`src/hdl/kts_pkg.sv`:
```
// Package for the topological sort block: sizes, types, request codes and
// the controller/datapath command and status structs. No dependencies.
package kts_pkg;
    localparam int MAX_VERTICES = 32;
    localparam int MAX_EDGES    = 256;
    localparam int VW = $clog2(MAX_VERTICES);
    localparam int EW = $clog2(MAX_EDGES);
    localparam int LW = EW + 1;
    localparam int CW = $clog2(MAX_VERTICES + 1);
    localparam logic [LW-1:0] NULL_LINK = LW'(MAX_EDGES);

    localparam logic ACT_ADD = 1'b0;
    localparam logic ACT_RUN = 1'b1;

    typedef struct packed {
        logic            action;
        logic [VW-1:0]   src_vertex;
        logic [VW-1:0]   dst_vertex;
    } t_req;

    typedef struct packed {
        logic [VW-1:0]   vertex;
        logic            done_res;
        logic [CW-1:0]   unsorted_count;
        logic            edges_dropped;
    } t_res;

    typedef struct packed {
        logic add_edge;
        logic seed_step;
        logic pop;
        logic edge_rd;
        logic edge_use;
        logic clear;
    } t_cmd;

    typedef struct packed {
        logic seed_last;
        logic fifo_empty;
        logic edge_null;
    } t_sts;
endpackage

```
`src/hdl/kts_ctrl.sv`:
```
// Controller state machine sequencing edge loads, seeding, the graph
// walk and the result handshake. Depends on kts_pkg.
module kts_ctrl import kts_pkg::*; (
    input  logic  i_clk,
    input  logic  i_rst_n,
    input  logic  i_in_valid,
    input  logic  i_action,
    output logic  o_in_ready,
    output logic  o_out_valid,
    input  logic  i_out_ready,
    output logic  o_out_done,
    input  t_sts  i_sts,
    output t_cmd  o_cmd
);
    typedef enum logic [6:0] {
        S_IDLE = 7'b0000001,
        S_SEED = 7'b0000010,
        S_POP  = 7'b0000100,
        S_EMIT = 7'b0001000,
        S_RD   = 7'b0010000,
        S_USE  = 7'b0100000,
        S_DONE = 7'b1000000
    } t_state;

    t_state r_state, n_state;

    always_ff @(posedge i_clk) begin
        if (!i_rst_n) r_state <= S_IDLE;
        else          r_state <= n_state;
    end

    always_comb begin
        n_state     = r_state;
        o_cmd       = '0;
        o_in_ready  = 1'b0;
        o_out_valid = 1'b0;
        o_out_done  = 1'b0;
        case (r_state)
            S_IDLE: begin
                o_in_ready = 1'b1;
                if (i_in_valid) begin
                    if (i_action == ACT_RUN) n_state = S_SEED;
                    else                     o_cmd.add_edge = 1'b1;
                end
            end
            S_SEED: begin
                o_cmd.seed_step = 1'b1;
                if (i_sts.seed_last) n_state = S_POP;
            end
            S_POP: begin
                if (i_sts.fifo_empty) begin
                    n_state = S_DONE;
                end else begin
                    o_cmd.pop = 1'b1;
                    n_state   = S_EMIT;
                end
            end
            S_EMIT: begin
                o_out_valid = 1'b1;
                if (i_out_ready) n_state = S_RD;
            end
            S_RD: begin
                if (i_sts.edge_null) begin
                    n_state = S_POP;
                end else begin
                    o_cmd.edge_rd = 1'b1;
                    n_state = S_USE;
                end
            end
            S_USE: begin
                o_cmd.edge_use = 1'b1;
                n_state = S_RD;
            end
            S_DONE: begin
                o_out_valid = 1'b1;
                o_out_done  = 1'b1;
                if (i_out_ready) begin
                    o_cmd.clear = 1'b1;
                    n_state     = S_IDLE;
                end
            end
            default: n_state = S_IDLE;
        endcase
    end
endmodule

```
`config.mk`:
```
export PLATFORM = sky130hd
export DESIGN_NAME = kts_ctrl
export DESIGN_NICKNAME = d
export VERILOG_FILES = /design/src/hdl/kts_pkg.sv /design/src/hdl/kts_ctrl.sv
export SDC_FILE = /design/constraint.sdc
export NUM_CORES = 1
export LEC_CHECK = 0
export ABC_AREA = 1
export BUFFER_PORTS_ARGS = -buffer_cell sky130_fd_sc_hd__buf_2
export CORE_UTILIZATION = 40
export DETAILED_ROUTE_END_ITERATION = 6
export GPL_ROUTABILITY_DRIVEN = 0
export PLACE_DENSITY = 0.68
export REMOVE_ABC_BUFFERS = 1
export SETUP_SLACK_MARGIN = 0.2
export SLEW_MARGIN = 20
export SYNTH_ARGS = -nofsm -noshare
export SYNTH_HDL_FRONTEND = slang
export SYNTH_SLANG_ARGS = --single-unit
```
`constraint.sdc`:
```
create_clock -name i_clk -period 1.2 [get_ports i_clk]
set_input_delay 0.12 -clock i_clk [delete_from_list [all_inputs] [get_ports i_clk]]
set_output_delay 0.12 -clock i_clk [all_outputs]
set_load 0.02 [all_outputs]
```
* Word level (Yosys, flattened, before mapping)
Index checks and enable logic that the tools add are counted.
Word-level totals: bits in registers 7, bits in latches 0, memory bits (writable) 0, bits in read-only memories 0, bits of input ports 8, output and inout port bits 9, memories 0
Operators by class: add/subtract/negate cells 0, multiply operators 0, div/mod/pow operators 0, $lt $le $gt $ge 0, equal/unequal tests 12, shift-type cells 0, muxes and demuxes 22, bitwise gates (word level) 0, reductions and logical operators 2
Operators with widths (count):
- $pmux 7 s7 | 1
- $mux 7 | 6
- $mux 1 | 14
- $ne 2x2->1 const B | 5
- $eq 7x1->1 const B | 1
- $eq 7x2->1 const B | 1
- $eq 7x3->1 const B | 1
- $eq 7x4->1 const B | 1
- $eq 7x5->1 const B | 1
- $eq 7x6->1 const B | 1
- $eq 7x7->1 const B | 1
- $mux 6 | 1
- $reduce_and 5->1 | 1
- $reduce_or 2->1 | 1

* Longest topological paths before layout
Gate-level depths: netlist (run 1).
depth in word-level cells 3, gate-level depth with buffers 9

* Least setup slack after synthesis (run 1)
No wires, ideal clock.
path type reg2out, from register r_state[4], to output port o_cmd[5] in the netlist's numbering, arrival 1.412 ns, setup slack -0.332 ns, cell stages (with the launch flop) 6, buffers on the path 0, cells stage by stage dfxtp_1 nor2_4 nand2_4 nor2_4 inv_1 nor3b_1
RTL lines:
- start, declared | line kts_ctrl.sv:25 | t_state r_state, n_state;
- start signal, assigned | line kts_ctrl.sv:29 | else r_state <= n_state;
- end, declared | line kts_ctrl.sv:13 | output t_cmd o_cmd

==> results of run 1 <==
[Yosys cell counts, drive strengths merged]
cell type	instances	area, um^2
nor3	1	5.000
o21ai	2	10.00
nor2	25	161.4
a21oi	3	22.52
nand3	3	15.01
nor3b	1	7.510
nand2	23	106.4
dfxtp	7	140.1
inv	14	52.55
or2	1	8.760
[placed cells by master (no fill, tap or decap)]
cell type,n
clkbuf_1,1
a21oi_1,1
dfxtp_4,3
o21ai_1,1
inv_2,5
inv_1,8
dfxtp_1,1
nand3_2,1
clkbuf_4,3
buf_4,15
o21ai_0,1
nand2_2,4
or2_4,1
nor3_2,1
inv_4,1
nand3_1,2
nor2_2,1
nor3b_2,1
buf_6,9
buf_2,8
a21oi_2,2
dfxtp_2,3
nor2_1,12
nand2_1,16
nand2_4,3
nor2_4,12
[worst reg2reg max path, delay by kind of cell, from the launching register on]
family,cells,cell delay (ns)
compound gates,1,0.12
buf+inv,3,0.26
flops,1,0.33
simple gates,4,0.56
[power by group]
group / leakage, nW / internal (W) / switching [W]
Combinational: 0.341 / 0.000280 / 0.000296
Clock: 0.0150 / 0.000127 / 0.0000906
Sequential: 0.0600 / 0.000266 / 0.0000392
[repair_timing]
item                                    in CTS  in global routing
pin swaps                                    9                  9
endpoints found under the setup margin      16                 16
resized for setup                           17                 28
setup buffers                                6                  4
[layout make-up]
type	count	area, um^2	share of cell area [%]
Multi-Input combinational cell	59	389.1	43.38
Timing Repair Buffer	32	254.0	28.31
Sequential cell	7	155.1	17.29
Inverter	14	55.05	6.137
Clock buffer	4	26.28	2.929
Tap cell	14	17.52	1.953
[cell families after synthesis]
| family | share of synthesized area (%) |
|---|---|
| AO/OA/AOI/OAI | 6.144 |
| flip-flops | 26.48 |
| buffers and inverters | 9.929 |
| AND/OR/NAND/NOR | 57.45 |
[metal layers]
metal / global-route usage, % / share of wire (%) / up-vias
met2: 28.81 / 46 / 30
met1: 27.56 / 45 / 260
met5: 0 / 0 / -
met4: 12.93 / 2.2 / 0
met3: 3.488 / 7.1 / 4
li1: - / - / 313
[stage by stage]
stage	std cells	power (W)	utilization, %	TNS [ns]
2_1_floorplan	80	0.0005503	-	-0.8300
6_report	130	0.001099	76.60	-2.653
4_1_cts	126	0.0009572	66.99	-2.127
3_5_place_dp	116	0.0006661	57.37	-0.2137
5_1_grt	130	0.001165	76.60	-3.651
3_3_place_gp	116	0.0006635	57.37	-0.1279
[worst paths after layout]
| path | endpoint | slack [ns] | cells after the start |
|---|---|---|---|
| max | o_cmd[3] | -0.27 | 7 |
| min | r_state[0] | 0.10 | 2 |
| max reg2reg | r_state[3] | -0.16 | 8 |
| min reg2reg | r_state[5] | 0.72 | 5 |
==> reports/summary.txt, run 1 <==
Status: finished, violations left
Violations in the final reports: negative setup slack
Routed via count: 607
Max reg flops: 7
# hold bufs at CTS: 0
Area of the die: 0.001473 mm^2
Synth warn: 0
Lkg Pwr: 0.4163 nW
Syn Area/Cell: 6.616 um^2
Pre-CTS setup slack: -0.06825 ns
Biggest register: r_state
Required time worst endpoint: 1.08 ns
Fin area: 897.1 um^2
Cell family with most CP delay: simple AND/OR/NAND/NOR gates
Max IR drop VDD: 1073 uV
Post-Syn Instances: 80
Fillers: 86
Initial antenna violation count: 0
Synthesized area: 529.3 um^2
Post-synthesis sequential area ratio: 26.48%
Global-route wire length before repair: 1987 um
DP Wirelength: 879.4 um
Placeable Area: 0.001171 mm^2
CP startpoint: r_state[4]
Worst r2r src: r_state[4]
Fraction of layout cells with a size suffix above 1: 62.93%
Final hold viol count: 0
H-tree levels: 1
Row count: 12
Die Width: 38.38 um
Final setup margin: -0.2711 ns
Sink Count: 7
Worst-margin pin slew: 0.2247 ns
CP arrival: 1.35 ns
Worst Hold Class: input pin to flop
CP Launch Type: flop
Max cap viols: 0
Crit path kind: flop to output pin
Number of port buffers: 16
Num CTS Buffers: 3
Cells along the critical path: nor2_4 > nand2_4 > nor2_4 > inv_2 > or2_4 > inv_2 > buf_6
Via density: 4.669
I/O Pins: 17
Largest net degree at the start of global routing: 6
Tcrit/Tclk final: 122.6%
Pwr dens: 1225 mW/mm^2
CP max stage delay: 0.33 ns
Antenna viol nets, final: 0
Final min period: 1.471 ns
Synthesis-stage register bit count: 7
Die H: 38.38 um
Max Fclk: 679.8 MHz
GRT overflow: 0
Post-synth cell types: 17
CTS max path bufs: 2
Crit end category: output pin
Clock Skew: 0.004199 ns
Final slew viol count: 0
Slew Limit Headroom: 84.94%
Number of global-route vias before repair: 490
Hold Slack: 0.1033 ns
Total Routing Usage GR: 20.19%
Buf/Inv on CP: 3
Crit path max fanout: 4
Endpoints failing setup: 15
Starting Density: 45.19%
Remaining DRCs: 0
Total Wirelength: 1445 um
CTS tree: built
Min-delay src: i_rst_n
Clock slew at reported path FFs: 0.05 ns
Unrepaired setup endpoints after global routing: true
Synth-to-Final Area Change: 69.50%
# nets final: 125
Biggest regs: r_state (7)
CP max-delay cell: dfxtp_2
Placement Cell Area: 671.9 um^2
Routed wire per std cell: 11.12 um
ANT cells: 0
Worst skew pair latency: 0.26 ns
DR pass1 iterations: 4
Detailed router's first-iteration violation count: 26
Clk root buf: clkbuf_4
Note: power is estimated with default switching activity, not from simulation.
==> run 2, diff against run 1 <==
- CORE_MARGIN: default -> 2
- SKIP_CTS_REPAIR_TIMING: default -> 1
==> run 2 against run 1 <==
Effect of this change: the flow still finishes with violations (negative setup slack); count of clock-buffer cells in the layout unchanged; worst hold slack worse by 0.019 ns; sequential cell count unchanged; wire length down 13%; combinational power down 11%; global-route usage down 3.2 points; first-iteration DRC count down 46%; non-clock buffer count down 7; via count down 5.9%; die area up 11%; largest cell class unchanged; largest power group unchanged.
==> reports/summary.txt, run 2 (synthesis gave the netlist of run 1 again) <==
Status: finished, violations left (unchanged)
Violations in the final reports: negative setup slack (unchanged)
Worst-margin pin slew: 0.1783 ns (was 0.2247 ns)
Placement Cell Area: 673.1 um^2 (was 671.9 um^2)
Tcrit/Tclk final: 123.4% (was 122.6%)
Sink Count: 7 (unchanged)
Reg2Reg Capture Point: r_state[0] (was r_state[3])
Fillers: 111 (was 86)
Hold Path Depth: 2 (unchanged)
Number of port buffers: 16 (unchanged)
GRT overflow: 0 (unchanged)
Number of global-route vias before repair: 457 (was 490)
Clock Skew: 0.003417 ns (was 0.004199 ns)
Cells along the critical path: inv_2 > nor2_2 > nand2_2 > nor2_4 > inv_2 > nor3b_2 > buf_4 (was nor2_4 > nand2_4 > nor2_4 > inv_2 > or2_4 > inv_2 > buf_6)
CP max-delay cell: dfxtp_4 (was dfxtp_2)
CP arrival: 1.36 ns (was 1.35 ns)
Reg2Reg Setup Slack: -0.10 ns (was -0.16 ns)
Biggest regs: r_state (7) (unchanged)
Routed via count: 571 (was 607)
Area of the die: 0.001630 mm^2 (was 0.001473 mm^2)
Via density: 4.605 (was 4.669)
CP Launch Type: flop (unchanged)
# nets final: 118 (was 125)
Row count: 13 (was 12)
Crit path max fanout: 4 (unchanged)
Initial antenna violation count: 0 (unchanged)
Required time worst endpoint: 1.08 ns (about the same)
Detailed router's first-iteration violation count: 14 (was 26)
Clk root buf: clkbuf_4 (unchanged)
Max reg flops: 7 (unchanged)
Worst R2R Path Depth: 9 (was 8)
Total Routing Usage GR: 16.99% (was 20.19%)
Endpoints failing setup: 15 (unchanged)
ANT cells: 0 (unchanged)
Crit path kind: flop to output pin (unchanged)
Clock slew at reported path FFs: 0.05 ns (about the same)
Largest net degree at the start of global routing: 6 (unchanged)
Routed wire per std cell: 10.16 um (was 11.12 um)
Min-delay src: i_rst_n (unchanged)
Multi-input gate area: 382.9 um^2 (was 389.1 um^2)
Commonest cells after routing, fill and taps aside: 16 x nand2_1, 11 x nor2_4, 11 x nor2_1 (was 16 x nand2_1, 15 x buf_4, 12 x nor2_1, 12 x nor2_4, 9 x buf_6)
Hold EP: r_state[0] (unchanged)
H-tree levels: 1 (unchanged)
Crit end category: output pin (unchanged)
Final hold viol count: 0 (unchanged)
Fin area: 824.5 um^2 (was 897.1 um^2)
Max IR drop VDD: 928.5 uV (was 1073 uV)
Buf/Inv on CP: 3 (unchanged)
Starting Density: 41.72% (was 45.19%)
I/O Pins: 17 (unchanged)
Num CTS Buffers: 3 (unchanged)
Final min period: 1.481 ns (was 1.471 ns)
Fraction of layout cells with a size suffix above 1: 60.55% (was 62.93%)
Synth-to-Final Area Change: 55.79% (was 69.50%)
Lkg Pwr: 0.3841 nW (was 0.4163 nW)
Worst skew pair latency: 0.26 ns (about the same)
CP most frequent cell: inv_2
Final setup margin: -0.2806 ns (was -0.2711 ns)
Max Fclk: 675.4 MHz (was 679.8 MHz)
DP Wirelength: 900.9 um (was 879.4 um)
Placeable Area: 0.001269 mm^2 (was 0.001171 mm^2)
DR pass1 iterations: 4 (unchanged)
Setup TNS: -2.139 ns (was -2.653 ns)
Most common cell after layout, fill and taps aside: nand2_1 (unchanged)
Max cap viols: 0 (unchanged)
Pwr dens: 1257 mW/mm^2 (was 1225 mW/mm^2)
Die H: 40.38 um (was 38.38 um)
Worst Hold Class: input pin to flop (unchanged)
Storage element area: 156.4 um^2 (was 155.1 um^2)
Die Width: 40.38 um (was 38.38 um)
Slew Limit Headroom: 88.03% (was 84.94%)
Pre-CTS setup slack: -0.04922 ns (was -0.06825 ns)
Unrepaired setup endpoints after global routing: true (unchanged)
Final slew viol count: 0 (unchanged)
CTS tree: built (unchanged)
Global-route wire length before repair: 1794 um (was 1987 um)
Worst r2r src: r_state[0] (was r_state[4])
Cell family with most CP delay: simple AND/OR/NAND/NOR gates (unchanged)
CTS max path bufs: 2 (unchanged)
Remaining DRCs: 0 (unchanged)
Antenna viol nets, final: 0 (unchanged)
Total Wirelength: 1260 um (was 1445 um)
Biggest register: r_state (unchanged)
CP max stage delay: 0.37 ns (was 0.33 ns)
[run 2: layout make-up]
type / instances / share of cell area (%)
timing repair buffer: 25 / 22.76
sequential: 7 / 18.97
tap: 15 / 2.276
clock buffer: 4 / 3.187
inverter: 14 / 6.373
multi-input combinational: 59 / 46.43
[run 2: worst max path at each step]
stage	start	endpoint	slack, ns	depth (start not counted)
2_1_floorplan	r_state[4]	o_cmd[5]	-0.33	5
3_3_place_gp	r_state[0]	r_state[3]	-0.04	7
3_5_place_dp	r_state[4]	o_cmd[5]	-0.05	6
4_1_cts	r_state[4]	o_cmd[5]	-0.34	6
5_1_grt	r_state[0]	o_cmd[5]	-0.36	7
6_report	r_state[0]	o_cmd[5]	-0.28	7
[run 2: stage by stage]
| stage | cells | hold WS, ns | utilization (%) | power (W) |
|---|---|---|---|---|
| 4_1_cts | 121 | 0.08290 | 55.13 | 0.0008721 |
| 5_1_grt | 124 | 0.08761 | 64.99 | 0.001112 |
| 6_report | 124 | 0.08415 | 64.99 | 0.001036 |
| 3_5_place_dp | 117 | 0.3486 | 53.06 | 0.0006489 |
| 2_1_floorplan | 80 | 0.2041 | - | 0.0005503 |
| 3_3_place_gp | 117 | 0.3602 | 53.06 | 0.0006486 |
[run 2: power by group]
group	leakage [nW]	switching (W)	internal (W)
Clock	0.0150	0.0000984	0.000128
Sequential	0.0605	0.0000314	0.000266
Combinational	0.309	0.000272	0.000241
Total	0.384	0.000402	0.000634
[run 2: metal layers]
metal / up-vias / share of wire (%) / track usage, %
li1: 296 / - / -
met1: 251 / 44 / 21.50
met2: 19 / 48 / 25.00
met3: 5 / 4.5 / 3.333
met4: 0 / 3.2 / 12.50
met5: - / 0 / 0
